## config.mk

```make
export PLATFORM = sky130hd
export DESIGN_NAME = allreduce_schedule_generator_unit_flat
export DESIGN_NICKNAME = d
export VERILOG_FILES = /design/src/hdl/asg_pkg.sv /design/src/hdl/asg_req_if.sv /design/src/hdl/asg_act_if.sv /design/src/hdl/asg_cfg_if.sv /design/src/hdl/allreduce_schedule_generator_unit.sv /design/src/hdl/asg_alu.sv /design/src/hdl/asg_seq.sv /design/src/flat_wrapper.sv
export SDC_FILE = /design/constraint.sdc
export NUM_CORES = 1
export LEC_CHECK = 0
export BUFFER_PORTS_ARGS = -buffer_cell sky130_fd_sc_hd__buf_2
export CAP_MARGIN = 15
export CORE_UTILIZATION = 63
export DETAILED_ROUTE_END_ITERATION = 8
export PLACE_DENSITY = 0.82
export REMOVE_ABC_BUFFERS = 1
export SYNTH_ARGS = -nofsm -noshare
export SYNTH_HDL_FRONTEND = slang
export SYNTH_SLANG_ARGS = --single-unit
```

## constraint.sdc

```tcl
create_clock -name i_clk -period 14.9 [get_ports i_clk]
set_input_delay 2.235 -clock i_clk [delete_from_list [all_inputs] [get_ports i_clk]]
set_output_delay 2.235 -clock i_clk [all_outputs]
set_load 0.05 [all_outputs]
```

## src/hdl/asg_pkg.sv

```systemverilog
// Shared types and constants of the allreduce schedule generator.
// Depends on nothing; every other file of the block uses it by scoped names.

package asg_pkg;

    // Widths fixed by the transaction formats.
    localparam int RANK_BITS_DEF = 16;
    localparam int PEER_W        = 16;
    localparam int CFG_DATA_W    = 16;
    localparam int CFG_IDX_W     = 2;
    localparam int SEQ_W         = 16;
    localparam int COUNT_W       = 32;
    localparam int CODE_W        = 8;

    // Configuration register indexes.
    localparam logic [CFG_IDX_W-1:0] CFG_GROUP_SIZE = 2'd0;
    localparam logic [CFG_IDX_W-1:0] CFG_MY_RANK    = 2'd1;
    localparam logic [CFG_IDX_W-1:0] CFG_CONTEXT_ID = 2'd2;

    // Buffer selectors.
    localparam logic BUF_SEND = 1'b0;
    localparam logic BUF_RECV = 1'b1;

    typedef enum logic [1:0] {
        ACT_SEND   = 2'd0,
        ACT_RECV   = 2'd1,
        ACT_REDUCE = 2'd2,
        ACT_COPY   = 2'd3
    } t_action;

    typedef enum logic {
        ALU_ADD = 1'b0,
        ALU_SUB = 1'b1
    } t_alu_op;

    typedef enum logic [3:0] {
        ST_IDLE,
        ST_CHECK,
        ST_POF2,
        ST_REM,
        ST_FOLDCHK,
        ST_NEWID,
        ST_FOLD,
        ST_RCMP,
        ST_RDEST,
        ST_RDIR,
        ST_REMIT,
        ST_UNFOLD
    } t_state;

    typedef struct packed {
        logic [COUNT_W-1:0] element_count;
        logic [CODE_W-1:0]  data_type;
        logic [CODE_W-1:0]  reduce_op;
    } t_req;

    typedef struct packed {
        t_action            action;
        logic [PEER_W-1:0]  peer_rank;
        logic               read_buffer;
        logic               write_buffer;
        logic               barrier;
        logic [31:0]        collective_id;
        logic [COUNT_W-1:0] count_out;
        logic [CODE_W-1:0]  type_out;
        logic [CODE_W-1:0]  op_out;
        logic               last;
    } t_act;

    typedef struct packed {
        logic [CFG_IDX_W-1:0]  index;
        logic [CFG_DATA_W-1:0] data;
    } t_cfg;

    // One action as issued by the sequencer.
    typedef struct packed {
        logic              valid;
        t_action           action;
        logic [PEER_W-1:0] peer;
        logic              rd;
        logic              wr;
        logic              bar;
        logic              last;
    } t_emit;

endpackage

```

## src/hdl/asg_req_if.sv

```systemverilog
// Request channel: one allreduce request per transaction.
// Depends on asg_pkg.

interface asg_req_if;
    logic          valid;
    logic          ready;
    asg_pkg::t_req payload;

    modport source (output valid, output payload, input ready);
    modport sink   (input valid, input payload, output ready);
endinterface

```

## src/hdl/asg_act_if.sv

```systemverilog
// Action channel: one schedule action per transaction.
// Depends on asg_pkg.

interface asg_act_if;
    logic          valid;
    logic          ready;
    asg_pkg::t_act payload;

    modport source (output valid, output payload, input ready);
    modport sink   (input valid, input payload, output ready);
endinterface

```

## src/hdl/asg_cfg_if.sv

```systemverilog
// Configuration write channel: register index and write data.
// Depends on asg_pkg.

interface asg_cfg_if;
    logic          valid;
    logic          ready;
    asg_pkg::t_cfg payload;

    modport source (output valid, output payload, input ready);
    modport sink   (input valid, input payload, output ready);
endinterface

```

## src/hdl/allreduce_schedule_generator_unit.sv

```systemverilog
// Top level of the recursive-doubling allreduce schedule generator.
// Depends on asg_pkg, the three channel interfaces, asg_seq and asg_alu.
//
//  channel | dir | carries
//  i_req   | in  | element_count, data_type, reduce_op
//  o_act   | out | one schedule action, last set on the final one of a request
//  i_cfg   | in  | register index and write data, ready whenever out of reset
//
// After acceptance a request runs setup: check, search for P (largest power of two
// not above group_size), remainder, fold check and, outside the fold, a new id. Each
// round finds its partner and issues 3 or 4 actions. A request that emits nothing
// leaves from the check state. Rank adds, subtracts and less-than compares use the
// adder in asg_alu; actions leave via an output register that refills as it empties.
// Synchronous reset holds both inputs not ready; a stalled output holds the sequencer.

module allreduce_schedule_generator_unit #(
    parameter int RANK_BITS = asg_pkg::RANK_BITS_DEF
) (
    input  logic          i_clk,
    input  logic          i_rst_n,
    asg_req_if.sink       i_req,
    asg_act_if.source     o_act,
    asg_cfg_if.sink       i_cfg
);

    logic [RANK_BITS-1:0]          r_group_size;
    logic [RANK_BITS-1:0]          r_my_rank;
    logic [asg_pkg::SEQ_W-1:0]     r_context_id;
    logic [asg_pkg::SEQ_W-1:0]     r_seq;
    asg_pkg::t_req                 r_req;
    logic [31:0]                   r_id;
    logic                          r_out_valid;
    asg_pkg::t_act                 r_out;

    logic                          w_busy;
    logic                          w_start;
    logic                          w_slot_free;
    asg_pkg::t_emit                w_emit;
    logic [RANK_BITS:0]            w_alu_a;
    logic [RANK_BITS:0]            w_alu_b;
    asg_pkg::t_alu_op              w_alu_op;
    logic [RANK_BITS:0]            w_alu_result;
    logic                          w_alu_lt;

    // Neither input takes a transaction while reset is asserted.
    assign i_cfg.ready   = i_rst_n;
    assign i_req.ready   = ~w_busy & i_rst_n;
    assign w_start       = i_req.valid & ~w_busy & i_rst_n;
    assign w_slot_free   = ~r_out_valid | o_act.ready;
    assign o_act.valid   = r_out_valid;
    assign o_act.payload = r_out;

    // Configuration registers; rank values keep only the rank bits.
    always_ff @(posedge i_clk) begin
        if (!i_rst_n) begin
            r_group_size <= RANK_BITS'(1);
            r_my_rank    <= '0;
            r_context_id <= '0;
        end else if (i_cfg.valid) begin
            case (i_cfg.payload.index)
                asg_pkg::CFG_GROUP_SIZE: r_group_size <= i_cfg.payload.data[RANK_BITS-1:0];
                asg_pkg::CFG_MY_RANK:    r_my_rank    <= i_cfg.payload.data[RANK_BITS-1:0];
                asg_pkg::CFG_CONTEXT_ID: r_context_id <= i_cfg.payload.data;
                default: begin
                end
            endcase
        end
    end

    // Sequence number advances on every request, including empty ones.
    always_ff @(posedge i_clk) begin
        if (!i_rst_n) begin
            r_seq <= '0;
        end else if (w_start) begin
            r_seq <= r_seq + 1'b1;
        end
        if (w_start) begin
            r_req <= i_req.payload;
            r_id  <= {r_context_id, r_seq};
        end
    end

    // Output register: loads an issued action when the slot is free.
    always_ff @(posedge i_clk) begin
        if (!i_rst_n) begin
            r_out_valid <= 1'b0;
        end else if (w_slot_free) begin
            r_out_valid <= w_emit.valid;
        end
        if (w_slot_free && w_emit.valid) begin
            r_out.action        <= w_emit.action;
            r_out.peer_rank     <= w_emit.peer;
            r_out.read_buffer   <= w_emit.rd;
            r_out.write_buffer  <= w_emit.wr;
            r_out.barrier       <= w_emit.bar;
            r_out.collective_id <= r_id;
            r_out.count_out     <= r_req.element_count;
            r_out.type_out      <= r_req.data_type;
            r_out.op_out        <= (w_emit.action == asg_pkg::ACT_REDUCE) ?
                                   r_req.reduce_op : '0;
            r_out.last          <= w_emit.last;
        end
    end

    asg_seq #(
        .RANK_BITS (RANK_BITS)
    ) u_seq (
        .i_clk        (i_clk),
        .i_rst_n      (i_rst_n),
        .i_start      (w_start),
        .i_group_size (r_group_size),
        .i_my_rank    (r_my_rank),
        .i_slot_free  (w_slot_free),
        .o_busy       (w_busy),
        .o_emit       (w_emit),
        .o_alu_a      (w_alu_a),
        .o_alu_b      (w_alu_b),
        .o_alu_op     (w_alu_op),
        .i_alu_result (w_alu_result),
        .i_alu_lt     (w_alu_lt)
    );

    asg_alu #(
        .WIDTH (RANK_BITS + 1)
    ) u_alu (
        .i_a      (w_alu_a),
        .i_b      (w_alu_b),
        .i_op     (w_alu_op),
        .o_result (w_alu_result),
        .o_lt     (w_alu_lt)
    );

endmodule

```

## src/hdl/asg_alu.sv

```systemverilog
// Shared add/subtract and compare unit used by the schedule sequencer.
// Depends on asg_pkg for the operation codes.

module asg_alu #(
    parameter int WIDTH = asg_pkg::RANK_BITS_DEF + 1
) (
    input  logic [WIDTH-1:0] i_a,
    input  logic [WIDTH-1:0] i_b,
    input  asg_pkg::t_alu_op i_op,
    output logic [WIDTH-1:0] o_result,
    output logic             o_lt
);

    logic             w_sub;
    logic [WIDTH-1:0] w_b;
    logic [WIDTH:0]   w_sum;

    // One adder; subtraction through the inverted operand and a carry in.
    assign w_sub    = (i_op == asg_pkg::ALU_SUB);
    assign w_b      = w_sub ? ~i_b : i_b;
    assign w_sum    = {1'b0, i_a} + {1'b0, w_b} + {{WIDTH{1'b0}}, w_sub};
    assign o_result = w_sum[WIDTH-1:0];
    // No carry out of a subtraction means a borrow, so a < b.
    assign o_lt     = w_sub & ~w_sum[WIDTH];

endmodule

```

## src/hdl/asg_seq.sv

```systemverilog
// Schedule sequencer: walks fold, exchange rounds and unfold, one action per step.
// Depends on asg_pkg; drives the shared asg_alu through its operand ports.

module asg_seq #(
    parameter int RANK_BITS = asg_pkg::RANK_BITS_DEF
) (
    input  logic                   i_clk,
    input  logic                   i_rst_n,
    input  logic                   i_start,
    input  logic [RANK_BITS-1:0]   i_group_size,
    input  logic [RANK_BITS-1:0]   i_my_rank,
    input  logic                   i_slot_free,
    output logic                   o_busy,
    output asg_pkg::t_emit         o_emit,
    output logic [RANK_BITS:0]     o_alu_a,
    output logic [RANK_BITS:0]     o_alu_b,
    output asg_pkg::t_alu_op       o_alu_op,
    input  logic [RANK_BITS:0]     i_alu_result,
    input  logic                   i_alu_lt
);

    localparam int W  = RANK_BITS + 1;
    localparam int PW = asg_pkg::PEER_W;

    asg_pkg::t_state      r_state,    n_state;
    logic [RANK_BITS-1:0] r_pof2,     n_pof2;
    logic [RANK_BITS-1:0] r_rem,      n_rem;
    logic [RANK_BITS-1:0] r_mask,     n_mask;
    logic [RANK_BITS-1:0] r_new_id,   n_new_id;
    logic [RANK_BITS-1:0] r_peer_id,  n_peer_id;
    logic [RANK_BITS-1:0] r_dest,     n_dest;
    logic                 r_folded,   n_folded;
    logic                 r_lower,    n_lower;
    logic [1:0]           r_sub,      n_sub;

    logic [RANK_BITS-1:0] w_xor_dest;
    logic [RANK_BITS-1:0] w_rank_up;
    logic [RANK_BITS-1:0] w_rank_down;
    logic                 w_final_round;
    logic                 w_odd;

    // Neighbours of a folded rank differ only in the lowest bit.
    assign w_odd         = i_my_rank[0];
    assign w_rank_up     = i_my_rank | RANK_BITS'(1);
    assign w_rank_down   = i_my_rank & ~RANK_BITS'(1);
    assign w_xor_dest    = r_new_id ^ r_mask;
    assign w_final_round = ({r_mask, 1'b0} == W'(r_pof2));
    assign o_busy        = (r_state != asg_pkg::ST_IDLE);

    // State and working registers.
    always_ff @(posedge i_clk) begin
        if (!i_rst_n) begin
            r_state <= asg_pkg::ST_IDLE;
            r_sub   <= '0;
        end else begin
            r_state <= n_state;
            r_sub   <= n_sub;
        end
        r_pof2     <= n_pof2;
        r_rem      <= n_rem;
        r_mask     <= n_mask;
        r_new_id   <= n_new_id;
        r_peer_id  <= n_peer_id;
        r_dest     <= n_dest;
        r_folded   <= n_folded;
        r_lower    <= n_lower;
    end

    // Next state, shared unit operands and the action to issue.
    always_comb begin
        n_state    = r_state;
        n_pof2     = r_pof2;
        n_rem      = r_rem;
        n_mask     = r_mask;
        n_new_id   = r_new_id;
        n_peer_id  = r_peer_id;
        n_dest     = r_dest;
        n_folded   = r_folded;
        n_lower    = r_lower;
        n_sub      = r_sub;
        o_alu_a    = W'(i_my_rank);
        o_alu_b    = W'(i_group_size);
        o_alu_op   = asg_pkg::ALU_SUB;
        o_emit     = '0;

        case (r_state)
            asg_pkg::ST_IDLE: begin
                if (i_start) begin
                    n_state = asg_pkg::ST_CHECK;
                end
            end

            // Rank inside the group and more than one member.
            asg_pkg::ST_CHECK: begin
                if ((i_group_size[RANK_BITS-1:1] == '0) || !i_alu_lt) begin
                    n_state = asg_pkg::ST_IDLE;
                end else begin
                    n_pof2  = RANK_BITS'(1);
                    n_state = asg_pkg::ST_POF2;
                end
            end

            // Largest power of two not above the group size, one doubling a cycle.
            asg_pkg::ST_POF2: begin
                o_alu_a = W'(i_group_size);
                o_alu_b = {r_pof2, 1'b0};
                if (i_alu_lt) begin
                    n_state = asg_pkg::ST_REM;
                end else begin
                    n_pof2 = {r_pof2[RANK_BITS-2:0], 1'b0};
                end
            end

            asg_pkg::ST_REM: begin
                o_alu_a = W'(i_group_size);
                o_alu_b = W'(r_pof2);
                n_rem   = i_alu_result[RANK_BITS-1:0];
                n_state = asg_pkg::ST_FOLDCHK;
            end

            // Ranks below twice the excess take part in the fold.
            asg_pkg::ST_FOLDCHK: begin
                o_alu_b  = {r_rem, 1'b0};
                n_folded = i_alu_lt;
                n_sub    = '0;
                if (i_alu_lt) begin
                    n_new_id = i_my_rank >> 1;
                    n_state  = asg_pkg::ST_FOLD;
                end else begin
                    n_state = asg_pkg::ST_NEWID;
                end
            end

            asg_pkg::ST_NEWID: begin
                o_alu_b  = W'(r_rem);
                n_new_id = i_alu_result[RANK_BITS-1:0];
                n_mask   = RANK_BITS'(1);
                n_state  = asg_pkg::ST_RCMP;
            end

            asg_pkg::ST_FOLD: begin
                o_emit.valid = 1'b1;
                o_emit.bar   = 1'b1;
                if (!w_odd) begin
                    o_emit.action = asg_pkg::ACT_SEND;
                    o_emit.peer   = PW'(w_rank_up);
                    o_emit.rd     = asg_pkg::BUF_SEND;
                    if (i_slot_free) begin
                        n_state = asg_pkg::ST_UNFOLD;
                    end
                end else if (r_sub == 2'd0) begin
                    o_emit.action = asg_pkg::ACT_RECV;
                    o_emit.peer   = PW'(w_rank_down);
                    o_emit.wr     = asg_pkg::BUF_RECV;
                    if (i_slot_free) begin
                        n_sub = 2'd1;
                    end
                end else begin
                    o_emit.action = asg_pkg::ACT_REDUCE;
                    o_emit.rd     = asg_pkg::BUF_RECV;
                    o_emit.wr     = asg_pkg::BUF_SEND;
                    if (i_slot_free) begin
                        n_sub   = '0;
                        n_mask  = RANK_BITS'(1);
                        n_state = asg_pkg::ST_RCMP;
                    end
                end
            end

            // Partner in the folded numbering: below the excess maps to 2d+1.
            asg_pkg::ST_RCMP: begin
                o_alu_a    = W'(w_xor_dest);
                o_alu_b    = W'(r_rem);
                n_peer_id  = w_xor_dest;
                if (i_alu_lt) begin
                    n_dest  = {w_xor_dest[RANK_BITS-2:0], 1'b1};
                    n_state = asg_pkg::ST_RDIR;
                end else begin
                    n_state = asg_pkg::ST_RDEST;
                end
            end

            asg_pkg::ST_RDEST: begin
                o_alu_a  = W'(r_peer_id);
                o_alu_b  = W'(r_rem);
                o_alu_op = asg_pkg::ALU_ADD;
                n_dest   = i_alu_result[RANK_BITS-1:0];
                n_state  = asg_pkg::ST_RDIR;
            end

            asg_pkg::ST_RDIR: begin
                o_alu_a = W'(r_dest);
                o_alu_b = W'(i_my_rank);
                n_lower = i_alu_lt;
                n_sub   = '0;
                n_state = asg_pkg::ST_REMIT;
            end

            // Receive, send, reduce and, towards a higher partner, copy.
            asg_pkg::ST_REMIT: begin
                o_emit.valid = 1'b1;
                o_emit.bar   = 1'b1;
                case (r_sub)
                    2'd0: begin
                        o_emit.action = asg_pkg::ACT_RECV;
                        o_emit.peer   = PW'(r_dest);
                        o_emit.wr     = asg_pkg::BUF_RECV;
                        o_emit.bar    = 1'b0;
                    end
                    2'd1: begin
                        o_emit.action = asg_pkg::ACT_SEND;
                        o_emit.peer   = PW'(r_dest);
                        o_emit.rd     = asg_pkg::BUF_SEND;
                    end
                    2'd2: begin
                        o_emit.action = asg_pkg::ACT_REDUCE;
                        o_emit.rd     = r_lower ? asg_pkg::BUF_RECV : asg_pkg::BUF_SEND;
                        o_emit.wr     = r_lower ? asg_pkg::BUF_SEND : asg_pkg::BUF_RECV;
                        o_emit.last   = r_lower & w_final_round & ~r_folded;
                    end
                    default: begin
                        o_emit.action = asg_pkg::ACT_COPY;
                        o_emit.rd     = asg_pkg::BUF_RECV;
                        o_emit.wr     = asg_pkg::BUF_SEND;
                        o_emit.last   = w_final_round & ~r_folded;
                    end
                endcase
                if (i_slot_free) begin
                    if ((r_sub == 2'd3) || ((r_sub == 2'd2) && r_lower)) begin
                        n_sub = '0;
                        if (w_final_round) begin
                            n_state = r_folded ? asg_pkg::ST_UNFOLD : asg_pkg::ST_IDLE;
                        end else begin
                            n_mask  = {r_mask[RANK_BITS-2:0], 1'b0};
                            n_state = asg_pkg::ST_RCMP;
                        end
                    end else begin
                        n_sub = r_sub + 2'd1;
                    end
                end
            end

            // Hand the result back to the even neighbour that folded away.
            asg_pkg::ST_UNFOLD: begin
                o_emit.valid = 1'b1;
                o_emit.bar   = 1'b1;
                o_emit.last  = 1'b1;
                if (w_odd) begin
                    o_emit.action = asg_pkg::ACT_SEND;
                    o_emit.peer   = PW'(w_rank_down);
                end else begin
                    o_emit.action = asg_pkg::ACT_RECV;
                    o_emit.peer   = PW'(w_rank_up);
                end
                o_emit.rd = asg_pkg::BUF_SEND;
                o_emit.wr = asg_pkg::BUF_SEND;
                if (i_slot_free) begin
                    n_state = asg_pkg::ST_IDLE;
                end
            end

            default: begin
                n_state = asg_pkg::ST_IDLE;
            end
        endcase
    end

endmodule
```

## src/flat_wrapper.sv

```systemverilog
// flat-port wrapper written by rule: the top's interface ports become plain ports
module allreduce_schedule_generator_unit_flat 
#(
    parameter int RANK_BITS = asg_pkg::RANK_BITS_DEF
)
  (i_clk, i_rst_n, i_req_valid, i_req_payload, i_req_ready, o_act_valid, o_act_payload, o_act_ready, i_cfg_valid, i_cfg_payload, i_cfg_ready);
  asg_req_if i_req_i ();
  asg_act_if o_act_i ();
  asg_cfg_if i_cfg_i ();
  input  logic i_clk;
  input  logic i_rst_n;
  input wire logic [$bits(i_req_i.valid)-1:0] i_req_valid;
  input wire logic [$bits(i_req_i.payload)-1:0] i_req_payload;
  output wire logic [$bits(i_req_i.ready)-1:0] i_req_ready;
  output wire logic [$bits(o_act_i.valid)-1:0] o_act_valid;
  output wire logic [$bits(o_act_i.payload)-1:0] o_act_payload;
  input wire logic [$bits(o_act_i.ready)-1:0] o_act_ready;
  input wire logic [$bits(i_cfg_i.valid)-1:0] i_cfg_valid;
  input wire logic [$bits(i_cfg_i.payload)-1:0] i_cfg_payload;
  output wire logic [$bits(i_cfg_i.ready)-1:0] i_cfg_ready;
  assign i_req_i.valid = i_req_valid;
  assign i_req_i.payload = i_req_payload;
  assign i_req_ready = i_req_i.ready;
  assign o_act_valid = o_act_i.valid;
  assign o_act_payload = o_act_i.payload;
  assign o_act_i.ready = o_act_ready;
  assign i_cfg_i.valid = i_cfg_valid;
  assign i_cfg_i.payload = i_cfg_payload;
  assign i_cfg_ready = i_cfg_i.ready;
  allreduce_schedule_generator_unit #(.RANK_BITS(RANK_BITS)) u_core (.i_clk(i_clk), .i_rst_n(i_rst_n), .i_req(i_req_i), .o_act(o_act_i), .i_cfg(i_cfg_i));
endmodule
```

# Yosys cells after proc, flatten, opt, wreduce, memory -nomap -nowiden
# Index checks and enable logic that the tools add are counted.
# classes
addsub,4
multipliers,0
n_div,0
n_lt_le_gt_ge,0
eq_ne,32
shift,0
muxes,56
bitwise,14
reduce_logical,28
# op_table
op,n
$mux 16,12
$pmux 16 s2,3
$pmux 17 s5,1
$pmux 22 s3,1
$pmux 16 s4,1
$pmux 16 s3,1
$pmux 4 s12,1
$mux 4,11
$mux 17,2
$mux 19,1
$add 17x17->18,1
$add 18x1->18,1
$mux 2,9
$ne 2x2->1 const B,9
$eq 17x16->1,1
$not 17->17,1
$add 16x1->16 const B,1
$eq 4x3->1 const B,4
$eq 4x4->1 const B,4
$xor 16x16->16,1
$logic_not 15->1,1
$reduce_and 7->1,2
$pmux 2 s3,2
$reduce_and 2->1,5
other kinds (24),58
# totals
reg_bits,351
latchBits,0
ramBits,0
romBits,0
output_inout_bits,105
word_cells,163
memories,0

# Longest topological paths before layout
# logic_depth
ltp_word,13
mapped_depth,18
depth_no_buf,15

# Modules after synthesis
# A second synthesis with hierarchy kept.
# hier_totals
hier_cells,1177
hier_area_um2,14964.4
# modules_own_cells
mod,n_inst,cells_per_inst,area_per_inst_um2,seq_area_each_um2
allreduce_schedule_generator_unit,1,496,7993.9,6766.5
asg_seq,1,541,5947.0,3062.9
asg_alu,1,140,1023.5,0.0

# Worst setup path after synthesis
# No wires, ideal clock.
# synth_path
path_type,input -> register
start,input o_act_ready
end,"register u_core.r_out, in the netlist u_core.o_act.payload[0], enable pin"
arrival_time_ns,6.559
required_time_ns,14.336
path_slack_ns,7.777
path_stages,2
path_buffers,0
path_cell_list,nor2b_1 nor2_1
# synth_between
elab_chain_len,2
# synth_rtl
element,line_no,text
"start, declared",flat_wrapper.sv:17,input wire logic [$bits(o_act_i.ready)-1:0] o_act_ready;
$or 1x1->1,allreduce_schedule_generator_unit.sv:49,assign w_slot_free = ~r_out_valid | o_act.ready;
$logic_and 1x1->1,allreduce_schedule_generator_unit.sv:90,if (w_slot_free && w_emit.valid) begin
"end, declared",allreduce_schedule_generator_unit.sv:33,asg_pkg::t_act r_out;
# No other way between the ends.
# A chain may end at the register's enable or synchronous reset.

# Worst setup path after layout
# layout_path
start,register u_core.u_seq.r_state[3]
end,"register u_core.u_seq.r_new_id[4], enable pin"
# layout_between
elab_chain_len,11
# layout_rtl
element,line_no,text
"start, declared",asg_seq.sv:25,"asg_pkg::t_state r_state, n_state;"
"start signal, assigned",asg_seq.sv:53,r_state <= asg_pkg::ST_IDLE;
"start signal, assigned",asg_seq.sv:56,r_state <= n_state;
$eq 4x3->1 or $eq 4x4->1 (tied branches),asg_seq.sv:86,case (r_state)
$reduce_or 3->1 (no source line),-,
$pmux 17 s5,asg_seq.sv:86,
$not 17->17,asg_alu.sv:20,assign w_b = w_sub ? ~i_b : i_b;
$mux 17,asg_alu.sv:20,
$add 17x17->18,asg_alu.sv:21,"assign w_sum = {1'b0, i_a} + {1'b0, w_b} + {{WIDTH{1'b0}}, w_sub};"
$add 18x1->18,asg_alu.sv:21,
$not 1->1,asg_alu.sv:24,assign o_lt = w_sub & ~w_sum[WIDTH];
$and 1x1->1,asg_alu.sv:24,
$ne 2x2->1 (no source line),-,
$reduce_and 2->1 (no source line) (*),-,
"end signal, assigned",asg_seq.sv:62,r_new_id <= n_new_id;
"end, declared",asg_seq.sv:29,"logic [RANK_BITS-1:0] r_new_id, n_new_id;"
# Every way passes the cells marked *; elsewhere a longest branch is shown, timed or not.

==> results_dict.tcl <==
set metrics [dict create \
    ant_nets 0 \
    status "complete, no violations" \
    path_class "reg2reg" \
    clkPwrFrac 0.395 \
    cts_resized 0 \
    grt_usage 0.291 \
    cp_data_required_time_ns 15.02 \
    routed_via_density 6.11 \
    io-pin-count 176 \
    yosysWarningCount 0 \
    ir_drop_v 0.0000960 \
    drc 0 \
    path_cells "nor4b_4 > buf_4 > a21o_2 > a222oi_1 > nand3_1 > xnor2_1 > ha_1 > a21o_1 > a211o_1 > a211oi_2 > o41a_4 > o311ai_4 > a211oi_4" \
    crit_fanout 60 \
    finalCriticalPeriod_ns 5.69 \
    combPwrFrac 0.105 \
    cts_sinks 351 \
    cellInternalPower_mw 1.70 \
    clk_pin_slew_worst_paths_ns 0.06 \
    drive_above_1_share 0.201 \
    power_density_mw_per_mm2 130 \
    core_mm2 0.0229 \
    ys_seq_area_frac 0.660 \
    io_buffers 175 \
    synth_area_mm2 0.0149 \
    arrival_ns 5.81 \
    wl_um 35000 \
    die_area_mm2 0.0242 \
    p_leak_nw 6.22 \
    critPathLaunchType "register" \
    grt_pass1_wl_um 53500 \
    cp_slowest_stage_delay_ns 1.00 \
    rows 55 \
    netlist_instances 1180 \
    worst_pin_slew_ns 1.14 \
    cts_setup_buffers 0 \
    synth-async-reset-ratio 0 \
    first_pass_iters 7 \
    slew_headroom 0.240 \
    grt_setup_unrepaired "false" \
    power.share.switching 0.237 \
    tns_ns 0 \
    fmaxAchievable_mhz 176 \
    fin_ws_ns 9.21 \
    start_util 0.650 \
    drt-initial-drc-count 1118 \
    hold_viol_final 0 \
    slowest_stage "dfxtp_1" \
    critPathCaptureType "register" \
    ys_ff_latch 351 \
    synthFlopType "edfxtp_1" \
    cap_violations 0 \
    synthToLayoutAreaGrowth_pct 15.7 \
    setup_viol 0 \
    place_hpwl_um 23100 \
    fillers 1421 \
    ctsHoldBuffers 0 \
    numCtsBuffers 35 \
    vias 10317 \
    post-route-period-util 0.382 \
    postSynthAreaPerCell_um2 12.6 \
    worst_hold_path_type "reg2reg" \
    antenna_found_initial 0 \
    synth_edf_count 280 \
    maxSlewViolCount 0 \
    die_h_um 156 \
    cts-root-buf "clkbuf_16" \
    pre_cts_slack_ns 9.29 \
    switching_power_mw 0.529 \
    place_congestion 0.938 \
    grt_max_degree 90 \
    finClkSkew_ns 0.0130 \
    clock_path_buffers 3 \
    die_w_um 156 \
    cts_tree "done" \
    insertion_delay_ns 0.52 \
    cts_max_level 2 \
    seqPwrFrac 0.500 \
    yosysUniqueCellTypes 71 \
    routedWlPerCell_um 20.7 \
    final_nets 1441 \
    holdWs_ns 0.417 \
    grt_overflow 0 \
    first_global_vias 9717 \
    diodes 0 \
]
placed cells by master (no fill, tap or decap), drive strengths merged, types with 12 or more instances in the layout:
| master | netlist | routed |
|---|---|---|
| nand3 | 28 | 28 |
| a21oi | 50 | 50 |
| a21boi | 53 | 53 |
| edfxtp | 280 | 280 |
| inv | 22 | 23 |
| xnor2 | 43 | 43 |
| xor2 | 27 | 27 |
| ha | 20 | 20 |
| clkinv | 0 | 12 |
| o21ai | 38 | 38 |
| and3 | 21 | 21 |
| a31oi | 17 | 17 |
| clkbuf | 46 | 48 |
| a222oi | 29 | 29 |
| and2 | 27 | 27 |
| nor2 | 75 | 75 |
| a22o | 17 | 17 |
| dfxtp | 71 | 71 |
| nand2 | 170 | 170 |
| buf | 14 | 192 |
synth_stat cells, types with 9 or more instances:
cell type / count / area [µm²]
xnor2_1: 43 / 377
nand3_1: 28 / 140
inv_1: 22 / 82.6
edfxtp_1: 280 / 8410
nor2b_1: 11 / 68.8
and2_1: 27 / 169
nand2b_1: 10 / 62.6
a31oi_1: 17 / 106
o21ai_0: 34 / 170
xor2_1: 27 / 236
nand2_1: 170 / 638
clkbuf_1: 46 / 173
nor3_1: 10 / 50.1
nand4_1: 9 / 56.3
a21boi_0: 50 / 375
mux2_2: 9 / 101
and3_1: 21 / 131
a22o_1: 17 / 149
a21o_1: 10 / 75.1
a222oi_1: 29 / 290
nor2_1: 75 / 282
dfxtp_1: 71 / 1420
a21oi_1: 50 / 250
ha_1: 20 / 250
layer usage:
metal / track usage / up-vias / wire length [µm]
met5: 0 / - / 0
met3: 0.0517 / 102 / 2880
met2: 0.473 / 530 / 16500
met1: 0.378 / 4972 / 13900
met4: 0.148 / 0 / 1770
li1: - / 4713 / -
worst max-delay path, delay by kind of cell, from the launching register on:
kind,cells,cell delay (ns)
adders and majority gates,1,0.35
DFF,1,1.00
and+or+nand+nor,2,0.50
buffers and inverters,1,0.60
AOI/OAI and AO/OA,8,2.74
xor gates and xnor gates,1,0.08
cell families after synthesis:
family	Yosys count	synth area share
adder cells (fa/ha/maj)	21	0.0182
flip-flops	351	0.660
multiplexers	12	0.00883
XOR/XNOR	70	0.0412
AO/OA/AOI/OAI	253	0.124
buffers and inverters	82	0.0229
AND/OR/NAND/NOR	391	0.125
power groups by stage:
stage	sequential (mW)	combinational [mW]	clock [mW]
after floorplan	1.13	0.160	0
after global placement	1.14	0.221	0
after detailed placement	1.14	0.228	0
after CTS	1.12	0.231	0.889
after global routing	1.12	0.255	0.926
final	1.12	0.234	0.880
registers in the layout, indices dropped and copies added (netlist names):
register / cells
u_core.r_id: 32
u_core.u_seq.r_new_id: 16
u_core.u_seq.r_state: 4
u_core.o_act.payload: 102
u_core.u_seq.r_dest: 16
u_core.u_seq.r_rem: 16
u_core.u_seq.r_sub: 2
u_core.u_seq.r_peer_id: 16
u_core.r_group_size: 16
u_core.u_seq.r_mask: 16
u_core.r_seq: 16
u_core.o_act.valid: 1
u_core.r_my_rank: 16
u_core.r_context_id: 16
u_core.u_seq.r_pof2: 16
u_core.u_seq.r_folded: 1
u_core.r_req: 48
u_core.u_seq.r_lower: 1
final timing paths:
check | from | endpoint | slack (ns) | depth (start not counted)
max reg2reg | u_core.u_seq.r_state[3] | u_core.u_seq.r_new_id[4] | 9.21 | 13
max | u_core.u_seq.r_state[3] | u_core.u_seq.r_new_id[4] | 9.21 | 13
min | u_core.r_id[3] | u_core.o_act.payload[52] | 0.42 | 0
min reg2reg | u_core.r_id[3] | u_core.o_act.payload[52] | 0.42 | 0
per-stage QoR:
stage | utilization | power [mW] | instances | cell area (µm²)
after floorplan | - | 1.29 | 1120 | 14600
after global placement | 0.701 | 1.36 | 1624 | 16100
after detailed placement | 0.701 | 1.36 | 1625 | 16100
after CTS | 0.752 | 2.24 | 1689 | 17200
after global routing | 0.752 | 2.30 | 1689 | 17200
final | 0.752 | 2.23 | 1689 | 17200
final cells by class:
class / count / area [µm²] / share of cell area
inverters: 22 / 82.6 / 0.00479
well taps: 313 / 392 / 0.0227
clock buffers: 48 / 996 / 0.0578
flip-flops and latches: 351 / 9830 / 0.571
clock inverters: 16 / 166 / 0.00966
repair buffers: 192 / 1010 / 0.0585
multi-input cells: 747 / 4760 / 0.276
Note: power is estimated with default switching activity, not from simulation.
